===== config.mk =====
export PLATFORM = sky130hd
export DESIGN_NAME = hct_front
export DESIGN_NICKNAME = d
export VERILOG_FILES = /design/src/hct_pkg.sv /design/src/hct_front.sv
export SDC_FILE = /design/constraint.sdc
export NUM_CORES = 1
export LEC_CHECK = 0
export ABC_CLOCK_PERIOD_IN_PS = 4400
export BUFFER_PORTS_ARGS = -buffer_cell sky130_fd_sc_hd__buf_2
export CAP_MARGIN = 10
export CELL_PAD_IN_SITES_DETAIL_PLACEMENT = 1
export CELL_PAD_IN_SITES_GLOBAL_PLACEMENT = 2
export CORE_ASPECT_RATIO = 1.2
export CORE_UTILIZATION = 23
export DETAILED_ROUTE_END_ITERATION = 7
export PLACE_DENSITY_LB_ADDON = 0.1
export SLEW_MARGIN = 20
export SYNTH_ARGS = -nofsm -noshare
export SYNTH_HDL_FRONTEND = slang
export SYNTH_SLANG_ARGS = --single-unit

===== constraint.sdc =====
create_clock -name vclk -period 4.4
set_input_delay 0.66 -clock vclk [all_inputs]
set_output_delay 0.66 -clock vclk [all_outputs]
set_load 0.02 [all_outputs]

===== src/hct_pkg.sv =====
// Shared types, constants and rounding helpers for the hex cell tracker.
// Used by every module of the block; depends on nothing.
package hct_pkg;

    localparam int QDEPTH = 2;

    localparam logic [1:0] CFG_ORIGIN_X = 2'd0;
    localparam logic [1:0] CFG_ORIGIN_Y = 2'd1;
    localparam logic [1:0] CFG_INV_SIZE = 2'd2;

    localparam logic [31:0] INV_SIZE_RESET = 32'd42949673;

    // Pointy-top axial constants in Q0.20.
    localparam logic signed [20:0] K_SQRT3_3   = 21'sd605396;
    localparam logic signed [20:0] K_THIRD     = 21'sd349525;
    localparam logic signed [20:0] K_TWO_THIRD = 21'sd699051;

    localparam logic signed [63:0] ROUND_HALF = 64'sh0000_0008_0000_0000;

    typedef struct packed {
        logic signed [32:0] dx;
        logic signed [32:0] dy;
    } hct_item_t;

    typedef struct packed {
        logic [1:0] count;
        logic       full;
        logic       empty;
    } hct_qstat_t;

    typedef struct packed {
        logic busy;
        logic commit;
    } hct_bstat_t;

    typedef enum logic [2:0] {
        BK_IDLE,
        BK_SY,
        BK_FQ,
        BK_FR,
        BK_RND,
        BK_OUT
    } hct_bstate_t;

    typedef enum logic [1:0] {
        CM_SQRT3_X,
        CM_THIRD_Y,
        CM_TWO_THIRD_Y
    } hct_cmsel_t;

    typedef struct packed {
        logic signed [27:0] rnd;
        logic [35:0]        err;
    } hct_rnd_t;

    // Round half up from Q.36 and give the exact magnitude of the rounding error.
    function automatic hct_rnd_t round_fix(input logic signed [63:0] v);
        logic signed [63:0] t;
        logic signed [36:0] e;
        logic signed [36:0] ne;
        hct_rnd_t           r;
        t     = v + ROUND_HALF;
        r.rnd = t[63:36];
        e     = $signed({2'b01, 35'd0}) - $signed({1'b0, t[35:0]});
        ne    = -e;
        r.err = e[36] ? ne[35:0] : e[35:0];
        return r;
    endfunction

    function automatic logic signed [15:0] sat16(input logic signed [28:0] v);
        logic signed [15:0] r;
        if (v > 29'sd32767) begin
            r = 16'sh7FFF;
        end else if (v < -29'sd32768) begin
            r = 16'sh8000;
        end else begin
            r = v[15:0];
        end
        return r;
    endfunction

endpackage


===== src/hct_front.sv =====
// Front end: takes positions and forms the full-width offset from the grid origin.
// Depends on hct_pkg; feeds hct_queue.
module hct_front (
    input  logic               in_valid,
    output logic               in_stall,
    input  logic [31:0]        pos_x,
    input  logic [31:0]        pos_y,
    input  logic [31:0]        origin_x,
    input  logic [31:0]        origin_y,
    input  hct_pkg::hct_qstat_t qstat,
    output logic               push,
    output hct_pkg::hct_item_t  push_item
);

    assign in_stall     = qstat.full;
    assign push         = in_valid && !qstat.full;
    assign push_item.dx = $signed({pos_x[31], pos_x}) - $signed({origin_x[31], origin_x});
    assign push_item.dy = $signed({pos_y[31], pos_y}) - $signed({origin_y[31], origin_y});

endmodule


==> flow_summary.json <==
{
  "wl_mm": 12.7,
  "cp_max_fo": 5,
  "path_cells": "buf_2 -> inv_1 -> ha_1 -> fa_1 -> nor2b_1 -> o211ai_1 -> a21oi_2 -> o21ai_1 -> a2111oi_0 -> o21ai_1 -> a21o_1 -> a31o_1 -> buf_2",
  "synth_area_sq_um": 3600,
  "p_leak_nw": 2.74,
  "cp.buffers_inverters": 3,
  "synth.distinct_cells": 53,
  "grtUsageTotal_pct": 15.3,
  "antenna_found_initial": 1,
  "port-buffer-count": 198,
  "utilization_pct": 31.7,
  "numPlacedInstances": 933,
  "yosys.area.top_type_share_pct": 22.2,
  "final.setup.worst_slack_ns": 0.307,
  "setup-tns-final_ns": 0,
  "grt_setup_unrepaired": "no",
  "avgSynthCellArea_sq_um": 6.64,
  "hold_class": "primary input to output pin",
  "grt_pass1_wl_mm": 21.0,
  "maxCapViolCount": 0,
  "register_area_sq_um": 0,
  "final.period_utilization_pct": 93.0,
  "areaGrowthSynthToFinish_pct": 33.1,
  "synth_area_leaders": "ha_1 (22%), a21oi_1 (9.6%), xnor2_1 (9.0%), inv_1 (8.7%), a21o_1 (6.9%)",
  "fp.coreArea_sq_um": 15100,
  "clock.fmax_mhz": 244,
  "pre_cts_slack_ns": 0.355,
  "start_util_pct": 23.8,
  "die_h_um": 139,
  "drt_first_pass_iters": 4,
  "drtIter0Drc": 126,
  "drt-wirelength-per-cell_um": 13.6,
  "p_per_area_nw_per_um2": 193,
  "ctsHoldBuffers": 0,
  "yosys-top-cells-count": "inv_1 (84), a21oi_1 (69), ha_1 (64)",
  "fin_area_sq_um": 4800,
  "grt_pass1_vias": 4578,
  "via_count": 4406,
  "grt_overflow": 0,
  "multi_input_area_sq_um": 3230,
  "vias_per_cell": 4.71,
  "ant_nets": 0,
  "vdd_drop_max_uv": 61.0,
  "drive_gt1_share_pct": 29.1,
  "worst_setup_path_end_kind": "output pin",
  "yosysMostFrequentCell": "inv_1",
  "slowest_delay_ns": 0.55,
  "post_cts_resized": 0,
  "drc_errors": 0,
  "nFlopsAndLatches": 0,
  "setup_viol": 0,
  "clkbuf_count": 0,
  "placementRows": 49,
  "cpLargestDelayFamily": "compound AO/OA/AOI/OAI gates",
  "tightestPinTransition_ns": 0.545,
  "finalHoldViolations": 0,
  "status": "complete, no violations",
  "worstSetupPathType": "primary input to output pin",
  "fillers": 2034,
  "post_cts.repair.setup_buffers": 0,
  "synth-seq-area-share_pct": 0,
  "grt_max_degree": 10,
  "synth_nets": 742,
  "fin_cells": 935,
  "ios": 201,
  "place_congestion": 0.784,
  "crit_slowest_cell": "a2111oi_0",
  "worstPathRequired_ns": 3.74,
  "placed_area_sq_um": 4790,
  "relSlewSlack_pct": 62.7,
  "drv_slew": 0,
  "post_synth_inst_count": 543,
  "startpoint_type": "primary input",
  "yosys.area.top_type": "ha_1",
  "dieArea_sq_um": 16200,
  "fp.dieW_um": 116,
  "layout.nets": 930,
  "hpwlAfterDp_mm": 11.5,
  "cp_data_arrival_time_ns": 3.43,
  "period_needed_ns": 4.09,
  "yosys_warnings": 0
}
-- path summary, 6_finish.rpt --
kind,from,cells after the start,endpoint
setup / recovery,pos_x[0],13,push_item[65]
hold / removal,qstat[1],2,in_stall
-- cell type report --
type	count	area share, %
inverter	84	6.57
multi-input combinational	446	67.2
antenna	2	0.104
timing repair buffer	199	20.8
tap	204	5.32
-- cell families after synthesis --
group,synth area share [%]
AOI/OAI and AO/OA,35.9
and+or+nand+nor,15.7
buffers and inverters,10.5
adders and majority gates,23.3
xor gates and xnor gates,14.3
muxes,0.278
-- metal layers --
layer / share of wire, % / up-vias / track usage, %
met5: 0 / - / 0
met4: 0.23 / 0 / 0.405
met3: 5.7 / 2 / 1.31
met2: 51 / 116 / 29.0
met1: 43 / 2012 / 19.2
li1: - / 2276 / -
-- metrics by stage --
stage	hold WS, ns	total power [W]
floorplan	1.40	0.000638
global placement	1.55	0.000932
detailed placement	1.56	0.000940
CTS	1.56	0.000944
global route	1.57	0.00103
finish	1.56	0.000928
-- placed cells by master (no fill, tap or decap), types with 3 or more instances in the layout --
| master | n |
|---|---|
| nor3_1 | 5 |
| o21ai_1 | 11 |
| nand4_1 | 7 |
| o21bai_1 | 8 |
| ha_1 | 64 |
| inv_1 | 84 |
| a21o_1 | 33 |
| a21oi_2 | 3 |
| a21oi_1 | 69 |
| o2111ai_1 | 3 |
| o22ai_1 | 3 |
| buf_2 | 198 |
| and3_1 | 3 |
| o211ai_1 | 4 |
| o31ai_1 | 7 |
| nor2b_1 | 6 |
| nand3_1 | 10 |
| nand2b_1 | 7 |
| xnor2_1 | 37 |
| a31oi_1 | 6 |
| nand2_1 | 43 |
| nor2_1 | 31 |
| o21ai_0 | 21 |
| o21a_1 | 7 |
| a211oi_1 | 4 |
| xor2_1 | 22 |
-- power breakdown --
group          leakage [nW]     internal [W]         total, W  switching, W
Sequential                0                0                0             0
Combinational          2.74         0.000364         0.000928      0.000564
Clock             0.0000127  0.0000000000609  0.0000000000609             0
Power figures use the tool's default switching activity.
