**config.mk**
```make
export PLATFORM = sky130hd
export DESIGN_NAME = hct_queue
export DESIGN_NICKNAME = d
export VERILOG_FILES = /design/src/hct_pkg.sv /design/src/hct_queue.sv
export SDC_FILE = /design/constraint.sdc
export NUM_CORES = 1
export LEC_CHECK = 0
export BUFFER_PORTS_ARGS = -buffer_cell sky130_fd_sc_hd__clkbuf_2
export CAP_MARGIN = 30
export CORE_ASPECT_RATIO = 0.5
export CORE_MARGIN = 3
export CORE_UTILIZATION = 45
export CTS_CLUSTER_DIAMETER = 120
export DETAILED_ROUTE_END_ITERATION = 7
export PLACE_DENSITY = 0.7
export SETUP_SLACK_MARGIN = 0.05
export SKIP_CTS_REPAIR_TIMING = 1
export SYNTH_ARGS = -nofsm -noshare
export SYNTH_HDL_FRONTEND = slang
export SYNTH_SLANG_ARGS = --single-unit
```
**constraint.sdc**
```tcl
create_clock -name clk -period 5 [get_ports clk]
set_clock_uncertainty 0.2 [all_clocks]
set_input_delay 0.25 -clock clk [delete_from_list [all_inputs] [get_ports clk]]
set_output_delay 0.25 -clock clk [all_outputs]
set_load 0.005 [all_outputs]
```
**src/hct_pkg.sv**
```systemverilog
// Shared types, constants and rounding helpers for the hex cell tracker.
// Used by every module of the block; depends on nothing.
package hct_pkg;

    localparam int QDEPTH = 2;

    localparam logic [1:0] CFG_ORIGIN_X = 2'd0;
    localparam logic [1:0] CFG_ORIGIN_Y = 2'd1;
    localparam logic [1:0] CFG_INV_SIZE = 2'd2;

    localparam logic [31:0] INV_SIZE_RESET = 32'd42949673;

    // Pointy-top axial constants in Q0.20.
    localparam logic signed [20:0] K_SQRT3_3   = 21'sd605396;
    localparam logic signed [20:0] K_THIRD     = 21'sd349525;
    localparam logic signed [20:0] K_TWO_THIRD = 21'sd699051;

    localparam logic signed [63:0] ROUND_HALF = 64'sh0000_0008_0000_0000;

    typedef struct packed {
        logic signed [32:0] dx;
        logic signed [32:0] dy;
    } hct_item_t;

    typedef struct packed {
        logic [1:0] count;
        logic       full;
        logic       empty;
    } hct_qstat_t;

    typedef struct packed {
        logic busy;
        logic commit;
    } hct_bstat_t;

    typedef enum logic [2:0] {
        BK_IDLE,
        BK_SY,
        BK_FQ,
        BK_FR,
        BK_RND,
        BK_OUT
    } hct_bstate_t;

    typedef enum logic [1:0] {
        CM_SQRT3_X,
        CM_THIRD_Y,
        CM_TWO_THIRD_Y
    } hct_cmsel_t;

    typedef struct packed {
        logic signed [27:0] rnd;
        logic [35:0]        err;
    } hct_rnd_t;

    // Round half up from Q.36 and give the exact magnitude of the rounding error.
    function automatic hct_rnd_t round_fix(input logic signed [63:0] v);
        logic signed [63:0] t;
        logic signed [36:0] e;
        logic signed [36:0] ne;
        hct_rnd_t           r;
        t     = v + ROUND_HALF;
        r.rnd = t[63:36];
        e     = $signed({2'b01, 35'd0}) - $signed({1'b0, t[35:0]});
        ne    = -e;
        r.err = e[36] ? ne[35:0] : e[35:0];
        return r;
    endfunction

    function automatic logic signed [15:0] sat16(input logic signed [28:0] v);
        logic signed [15:0] r;
        if (v > 29'sd32767) begin
            r = 16'sh7FFF;
        end else if (v < -29'sd32768) begin
            r = 16'sh8000;
        end else begin
            r = v[15:0];
        end
        return r;
    endfunction

endpackage

```
**src/hct_queue.sv**
```systemverilog
// Two-entry queue of origin-relative positions between front and back end.
// Depends on hct_pkg.
module hct_queue (
    input  logic              clk,
    input  logic              rst_n,
    input  logic              push,
    input  hct_pkg::hct_item_t push_item,
    input  logic              pop,
    output hct_pkg::hct_item_t head,
    output hct_pkg::hct_qstat_t stat
);

    hct_pkg::hct_item_t mem_reg [hct_pkg::QDEPTH];
    logic       wr_ptr_reg;
    logic       wr_ptr_next;
    logic       rd_ptr_reg;
    logic       rd_ptr_next;
    logic [1:0] cnt_reg;
    logic [1:0] cnt_next;

    always_comb
    begin
        wr_ptr_next = push ? ~wr_ptr_reg : wr_ptr_reg;
        rd_ptr_next = pop ? ~rd_ptr_reg : rd_ptr_reg;
        cnt_next    = cnt_reg;
        if (push && !pop) begin
            cnt_next = cnt_reg + 2'd1;
        end else if (pop && !push) begin
            cnt_next = cnt_reg - 2'd1;
        end
    end

    always_ff @(posedge clk or negedge rst_n)
    begin
        if (!rst_n) begin
            wr_ptr_reg <= 1'b0;
            rd_ptr_reg <= 1'b0;
            cnt_reg    <= 2'd0;
        end else begin
            wr_ptr_reg <= wr_ptr_next;
            rd_ptr_reg <= rd_ptr_next;
            cnt_reg    <= cnt_next;
        end
    end

    always_ff @(posedge clk)
    begin
        if (push) begin
            mem_reg[wr_ptr_reg] <= push_item;
        end
    end

    assign head       = mem_reg[rd_ptr_reg];
    assign stat.count = cnt_reg;
    assign stat.full  = (cnt_reg == 2'(hct_pkg::QDEPTH));
    assign stat.empty = (cnt_reg == 2'd0);

endmodule

```
==> impl_metrics.yaml, run 1 <==
sta:
  timing.hold.ws_ns: 0.340
  hold_violations: 0
  fin_tns_setup_ns: 0
  fmax_ghz: 0.420
  finalSetupViolCount: 0
  slew_viol_final: 0
  rsz0062_at_grt: "false"
  period_share: 0.476
  tightest_slew_ns: 0.642
  fin_crit_ns: 2.38
  setup_ws_ns: 2.62
  slew_headroom: 0.572
power:
  p_sw_uw: 966
  p_per_area_nw_per_um2: 533
  intPower_mw: 2.90
  p_clk_frac: 0.320
  pwr-share-seq: 0.422
  switching_share: 0.250
  power_frac_comb: 0.258
  p_leak_nw: 2.91
  ir_drop_v: 0.000281
synthesis:
  syn_avg_cell_area_um2: 22.9
  syn-num-nets: 292
  syn_inst: 221
  synth.cell_area_um2: 5060
  ys_ff_latch: 136
  ys_seq_area_frac: 0.803
  yosysUniqueCellTypes: 14
  synth_warnings: 0
grt:
  grt_pass1_wl_mm: 13.3
  antenna_found_initial: 0
  grt_max_degree: 42
  grt-ovfl-total: 0
  grt_pass1_vias: 2689
  grt_usage: 0.142
clocking:
  cts_inserted_buffers: 17
  clkTransAtPathRegs_ns: 0.05
  cts.path.max_buffers: 2
  clk_latency_ns: 0.39
  cts_max_level: 4
  cts_sinks: 136
  cts_tree: "built"
  clock-root-buffer: "clkbuf_16"
routing:
  via_per_inst: 4.72
  drt-total-wl_mm: 9.74
  num_vias: 2819
  drtAntennaViolNets: 0
  wl_per_cell_um: 16.3
  dr.pass1.iters: 4
  drc_errors: 0
  drt_iter0_drc: 101
setup_path:
  end_kind: "output port"
  crit_path_start: "rd_ptr_reg$_DFFE_PN0P_"
  critPathKind: "reg2out"
  arrival_ns: 1.93
  cp-start-kind: "flop"
  crit_required_ns: 4.55
  path_max_fanout: 39
  r2r_start: "wr_ptr_reg$_DFFE_PN0P_"
die:
  row_count: 26
  die_h_um: 81
  core_um2: 10600
  die_area_um2: 12600
  start_util: 0.479
  dieWidth_um: 156
  io-pin-count: 140
final_layout:
  fin_nets: 517
  antenna_cells: 0
  final_cell_count_no_fill: 597
  fillCellCount: 663
  layout-drive-gt1-share: 0.519
  largest_reg_flops: 132
  final_common_cell: "clkbuf_2"
  final_cell_mix: "clkbuf_2 (139), edfxtp_1 (132), dlygate4sd3_1 (70), mux2_2 (36), mux2_4 (30)"
  synthToLayoutAreaGrowth_pct: 43.0
  multi_input_area_um2: 947
  postLayoutCoreUtil: 0.685
  regArea_um2: 4070
placed_design:
  gp_congestion: 0.738
  port_buffers: 139
  dp_hpwl_mm: 6.10
  pre_cts_ws_ns: 2.78
  placedCellCount: 497
hold_path:
  worstHoldStart: "cnt_reg[1]$_DFFE_PN0P_"
  min_path_type: "reg2reg"
job:
  max_cap_viol_count: 0
run_status:
  outcome: "complete, no violations"
logic make-up (layout without fill, tap and decap cells):
| logic type | after synthesis | count (layout) | synth area share |
|---|---|---|---|
| buf+inv | 8 | 244 | 0.0119 |
| mux | 66 | 66 | 0.169 |
| xor+xnor | 5 | 5 | 0.00865 |
| simple gates | 5 | 5 | 0.00519 |
| flops | 136 | 136 | 0.803 |
| fa+ha+maj | 1 | 1 | 0.00247 |
synth_stat cells:
master    count  area share
xor2_1        4      0.0069
dfrtp_1       4       0.020
mux2_4       30       0.089
xnor2_1       1      0.0017
nor2b_1       2      0.0025
nor2_1        2      0.0015
mux2_2       36       0.080
inv_1         1     0.00074
and2_1        1      0.0012
buf_2         3      0.0030
buf_6         3      0.0067
buf_4         1      0.0015
ha_1          1      0.0025
edfxtp_1    132        0.78
final cells by class:
cell class              instances  area share
flip-flops and latches        136       0.562
clock buffers                  17      0.0588
well taps                     140      0.0242
repair buffers                213       0.202
multi-input cells              77       0.131
clock inverters                13      0.0223
inverters                       1    0.000518
path summary, 6_finish.rpt:
path                                                  to  depth (start not counted)  slack (ns)
worst max-delay path                            head[62]                          3        2.62
worst min-delay path              cnt_reg[1]$_DFFE_PN0P_                          1        0.34
worst max register to register  mem_reg[1][24]$_DFFE_PP_                          2        2.81
worst min register to register    cnt_reg[1]$_DFFE_PN0P_                          1        0.34
max in group asynchronous         rd_ptr_reg$_DFFE_PN0P_                          3        3.83
min in group asynchronous         wr_ptr_reg$_DFFE_PN0P_                          3        0.57
power by group through the flow:
| stage | combinational [mW] | sequential (mW) | clock (mW) |
|---|---|---|---|
| floorplan | 0.627 | 1.60 | 0 |
| global placement | 0.848 | 1.71 | 0 |
| detailed placement | 0.968 | 1.65 | 0 |
| CTS | 0.972 | 1.63 | 1.26 |
| global route | 1.07 | 1.65 | 1.31 |
| finish | 0.998 | 1.63 | 1.23 |
metal layers:
layer  share of wire  GRT usage  up-vias
met5               0          0        -
met4           0.011     0.0564        0
met3           0.036     0.0404        9
met2            0.57      0.270       66
met1            0.39      0.151     1418
li1                -          -     1326
critical path, stage by stage, from the launching register on:
cell	delay, ns
dfrtp_4	0.69
buf_16	0.31
mux2_2	0.39
clkbuf_2	0.12
metrics by stage:
step,power [mW],cell area (um^2)
floorplan,2.23,5060
global placement,2.56,5900
detailed placement,2.62,5950
CTS,3.86,6540
global route,4.03,7240
finish,3.86,7240
Power figures use the tool's default switching activity.
==> inputs of run 2 (changes only) <==
ABC_AREA = 1   (was default)
clock period = 2.34 ns   (was 5 ns; I/O delays follow)
==> run 2 against run 1 <==
Global-route usage is 0.50 points higher. Critical path depth is the same. Largest power group unchanged. Synthesized area rose by 0.40%. Final cell count grew 2.2%. Wire length decreased by 0.75%. Power rose by 110%. Via count increased by 1.2%. Sequential cell count unchanged. Hold slack got worse by 0.10 ns.
==> impl_metrics.yaml, run 2 <==
run_status:
  outcome: "complete, no violations"
clocking:
  cts_inserted_buffers: 17
  cts_max_level: 4
  clkTransAtPathRegs_ns: 0.05
  cts_sinks: 136
  cts.path.max_buffers: 2
  cts_tree: "built"
  clock-root-buffer: "clkbuf_16"
  clk_latency_ns: 0.40
final_layout:
  synthToLayoutAreaGrowth_pct: 41.9
  final_cell_mix: "clkbuf_2 (139), edfxtp_1 (132), dlygate4sd3_1 (70), mux2_2 (36), mux2_4 (30)"
  antenna_cells: 0
  final_common_cell: "clkbuf_2"
  layout-drive-gt1-share: 0.509
  final_area_um2: 7210
  fillCellCount: 725
  largest_reg_flops: 132
  fin_nets: 528
synthesis:
  synth_top_cells_by_area: "edfxtp_1 (78%), mux2_4 (8.9%), mux2_2 (8.0%)"
  synthTopCellsByCount: "edfxtp_1 (132), mux2_2 (36), mux2_4 (30)"
  synth_most_common_cell: "edfxtp_1"
  syn_avg_cell_area_um2: 22.1
  syn-num-nets: 301
  synth_top_cell_by_area: "edfxtp_1"
  synth_warnings: 0
  ys_seq_area_frac: 0.800
  synth_top_area_frac: 0.780
  ys_ff_latch: 136
  synth.cell_area_um2: 5080
  synth_ff_type: "edfxtp_1"
  async_flop_share: 0.0294
  syn_inst: 230
  yosysUniqueCellTypes: 15
  synth_edf_count: 132
power:
  p_per_area_nw_per_um2: 1110
  p_leak_nw: 2.92
  ir_drop_v: 0.000746
setup_path:
  crit_required_ns: 2.02
  cp-start-kind: "flop"
  path_max_fanout: 25
  crit_path_start: "rd_ptr_reg$_DFFE_PN0P_"
  critPathKind: "reg2out"
  r2r_start: "wr_ptr_reg$_DFFE_PN0P_"
  arrival_ns: 1.69
  end_kind: "output port"
placed_design:
  place_area_um2: 5970
  port_buffers: 139
  dp_hpwl_mm: 6.14
  gp_congestion: 0.708
job:
  max_cap_viol_count: 0
sta:
  fin_tns_setup_ns: 0
  fin_crit_ns: 2.01
  fmax_ghz: 0.497
  slew_headroom: 0.681
  period_share: 0.859
  slew_viol_final: 0
  rsz0062_at_grt: "false"
  hold_violations: 0
  finalSetupViolCount: 0
  tightest_slew_ns: 0.478
die:
  row_count: 26
  io-pin-count: 140
  dieWidth_um: 156
  die_area_um2: 12700
  core_um2: 10600
  start_util: 0.479
  die_h_um: 81.1
grt:
  grt_usage: 0.147
  grt_pass1_wl_mm: 13.9
  grt_max_degree: 43
  antenna_found_initial: 0
  grt-ovfl-total: 0
  grt_pass1_vias: 2841
routing:
  drtAntennaViolNets: 0
  wl_met1_mm: 3.67
  dr.pass1.iters: 4
  wl_met2_mm: 5.43
  drt-total-wl_mm: 9.67
  top_layer_used: "met4"
  dr_wl_met3_um: 460
  num_vias: 2853
  drt_iter0_drc: 143
  via_per_inst: 4.68
  wl_per_cell_um: 15.8
  drc_errors: 0
hold_path:
  worstHoldStart: "push_item[3]"
  min_path_type: "in2reg"
==> run 2: cell types whose count changed after synthesis, sizes merged, moves of 2 or more <==
cell	change
nor2b	-2
inv	+6
nand2	+5
xor2	-2
==> run 2: final cells by class <==
| class | count | area (um^2) | area share |
|---|---|---|---|
| clock inverter | 13 | 111 | 0.0154 |
| clock buffer | 19 | 433 | 0.0600 |
| inverter | 7 | 30.0 | 0.00416 |
| tap | 140 | 175 | 0.0243 |
| multi-input combinational | 80 | 943 | 0.131 |
| sequential | 136 | 4070 | 0.564 |
| timing repair buffer | 215 | 1450 | 0.202 |
==> run 2: per-layer routing <==
metal  GRT usage  vias up
met5           0        -
met4      0.0576        0
met3      0.0575       12
met2       0.268       73
met1       0.156     1413
li1            -     1355
==> run 2: critical path, stage by stage, from the launching register on <==
cell and delay (ns):
dfrtp_4 0.42, buf_4 0.35, mux2_2 0.39, clkbuf_2 0.12
==> run 2: power by group <==
| part | leakage [nW] | switching, mW | internal [mW] |
|---|---|---|---|
| clock | 0.268 | 0.886 | 1.54 |
| combinational | 1.36 | 1.03 | 1.19 |
| sequential | 1.29 | 0.140 | 3.24 |
| total | 2.92 | 2.05 | 5.97 |
==> run 2: final timing paths <==
| path | end | slack [ns] | depth (start not counted) |
|---|---|---|---|
| worst min-delay path | mem_reg[0][3]$_DFFE_PP_ | 0.24 | 2 |
| max in group asynchronous | rd_ptr_reg$_DFFE_PN0P_ | 1.30 | 3 |
| worst min register to register | cnt_reg[1]$_DFFE_PN0P_ | 0.34 | 2 |
| min in group asynchronous | rd_ptr_reg$_DFFE_PN0P_ | 0.44 | 3 |
| worst max-delay path | head[22] | 0.33 | 3 |
| worst max register to register | mem_reg[1][46]$_DFFE_PP_ | 0.73 | 3 |
==> run 2: stage by stage <==
stage           util  setup WS (ns)  power (mW)  hold slack [ns]  std cells
5_1_grt        0.680          0.257        8.43            0.234        610
6_report       0.680          0.329        8.02            0.235        610
3_3_place_gp   0.563          0.778        5.50           -0.265        508
4_1_cts        0.614          0.301        8.05           -0.695        540
3_5_place_dp   0.563          0.728        5.60           -0.261        508
2_1_floorplan      -          0.280        4.75           -0.379        230
==> run 2: cell families after synthesis <==
family / share of synthesized area
fa+ha+maj: 0.00246
simple gates: 0.00812
mux: 0.168
buf+inv: 0.0162
xor+xnor: 0.00517
flops: 0.800
==> inputs of run 3 (changes only) <==
==> constraint.sdc (replaced) <==
create_clock -name clk -period 2.34 [get_ports clk]
set_clock_uncertainty 0.2 [all_clocks]
set_input_delay 0.351 -clock clk [delete_from_list [all_inputs] [get_ports clk]]
set_output_delay 0.351 -clock clk [all_outputs]
set_load 0.005 [all_outputs]
==> run 3 against run 2 <==
The run now ends with hold timing left. Via count rose by 0.14%. Sequential power is essentially flat. Design area grew 0.45%. Worst setup slack got worse by 0.12 ns. Non-clock buffer count is 2 lower. Combinational power about the same. Register-to-register slack better by 0.03 ns.
==> impl_metrics.yaml, run 3 (same netlist as run 2, synthesis figures left out) <==
run_status:
  outcome: "finished with violations"
  violations: "hold timing"
clocking:
  cts.path.max_buffers: 2
  cts_tree: "built"
  clkTransAtPathRegs_ns: 0.05
  cts_inserted_buffers: 17
  cts_sinks: 136
  clk_latency_ns: 0.40
  cts_max_level: 4
  clock-root-buffer: "clkbuf_16"
final_layout:
  regArea_um2: 4070
  final_area_um2: 7250
  synthToLayoutAreaGrowth_pct: 42.6
  fillCellCount: 713
  antenna_cells: 0
  final_cell_mix: "clkbuf_2 (139), edfxtp_1 (132), dlygate4sd3_1 (68), mux2_2 (36), mux2_4 (30)"
  fin_nets: 526
  final_common_cell: "clkbuf_2"
  final_cell_count_no_fill: 607
  multi_input_area_um2: 943
  postLayoutCoreUtil: 0.683
  largest_reg_flops: 132
  layout-drive-gt1-share: 0.525
grt:
  antenna_found_initial: 0
  grt_pass1_wl_mm: 13.4
  grt_pass1_vias: 2773
  grt_max_degree: 35
  grt_usage: 0.142
  grt-ovfl-total: 0
hold_path:
  min_path_type: "in2reg"
  hold_depth: 2
  min_to: "wr_ptr_reg$_DFFE_PN0P_"
  worstHoldStart: "push"
setup_path:
  r2r_start: "wr_ptr_reg$_DFFE_PN0P_"
  arrival_ns: 1.58
  cpPeakStageDelay_ns: 0.44
  cp-start-kind: "flop"
  r2r_end: "mem_reg[1][52]$_DFFE_PP_"
  crit_required_ns: 1.79
  cp_cell_sequence: "buf_12 -> mux2_2 -> clkbuf_2"
  critPathKind: "reg2out"
  rrSetupSlack_ns: 0.76
  end_kind: "output port"
  path_max_fanout: 34
  cp_slowest_cell: "dfrtp_4"
  rr_worst_depth: 3
sta:
  slew_viol_final: 0
  slew_headroom: 0.689
  finalSetupViolCount: 0
  period_share: 0.912
  hold_violations: 1
  timing.hold.ws_ns: -0.00558
  fmax_ghz: 0.469
  setup_ws_ns: 0.206
  tightest_slew_ns: 0.467
  rsz0062_at_grt: "false"
  fin_crit_ns: 2.13
  fin_tns_setup_ns: 0
die:
  die_h_um: 81.1
  io-pin-count: 140
  dieWidth_um: 156
  start_util: 0.479
  core_um2: 10600
  row_count: 26
  die_area_um2: 12700
power:
  fin_total_pwr_mw: 8.20
  p_leak_nw: 2.92
  p_sw_mw: 2.09
  p_clk_frac: 0.316
  ir_drop_v: 0.000735
  p_per_area_nw_per_um2: 1130
  pwr-share-seq: 0.413
  power_frac_comb: 0.271
  switching_share: 0.255
  intPower_mw: 6.11
routing:
  num_vias: 2857
  drc_errors: 0
  drt_iter0_drc: 131
  dr.pass1.iters: 4
  via_per_inst: 4.71
  wl_per_cell_um: 15.6
  drtAntennaViolNets: 0
  drt-total-wl_mm: 9.49
placed_design:
  dp_hpwl_mm: 6.11
  gp_congestion: 0.719
  placedCellCount: 508
  place_area_um2: 5980
  port_buffers: 139
  pre_cts_ws_ns: 0.623
job:
  max_cap_viol_count: 0
-- run 3: cell types whose count changed in the layout (fill, tap and decap cells not counted), sizes merged --
cell / delta
bufinv: +1
clkbuf: -2
clkinv: -3
clkinvlp: +3
dlygate4sd3: -2
-- run 3: how the worst max path moves through the flow --
stage,to,depth (start not counted),start
6_report,head[53],3,rd_ptr_reg$_DFFE_PN0P_
5_1_grt,head[0],3,rd_ptr_reg$_DFFE_PN0P_
4_1_cts,head[53],3,rd_ptr_reg$_DFFE_PN0P_
3_5_place_dp,head[53],3,rd_ptr_reg$_DFFE_PN0P_
3_3_place_gp,head[64],3,rd_ptr_reg$_DFFE_PN0P_
2_1_floorplan,mem_reg[1][0]$_DFFE_PP_,2,wr_ptr_reg$_DFFE_PN0P_
-- run 3: metal layers --
layer	up-vias	GRT usage	wire, um
li1	1350	-	-
met1	1425	0.158	3880
met2	69	0.245	5150
met3	13	0.0591	334
met4	0	0.0568	123
met5	-	0	0
-- run 3: final cells by class --
class | count | share of cell area
sequential | 136 | 0.561
clock buffer | 17 | 0.0587
tap | 140 | 0.0242
inverter | 7 | 0.00414
clock inverter | 14 | 0.0219
multi-input combinational | 80 | 0.130
timing repair buffer | 213 | 0.200
-- run 3: power by group through the flow --
stage                     logic (mW)  registers (mW)  clock network (mW)
final                           2.22            3.39                2.59
after global routing            2.41            3.43                2.77
after CTS                       2.17            3.39                2.64
after detailed placement        2.16            3.44                   0
after global placement          2.13            3.41                   0
after floorplan                 1.35            3.39                   0
-- run 3: worst max-delay path: cells and delay by family (launching register included) --
family	cells	cell delay (ns)
buffers and inverters	2	0.34
flip-flops	1	0.44
multiplexers	1	0.38
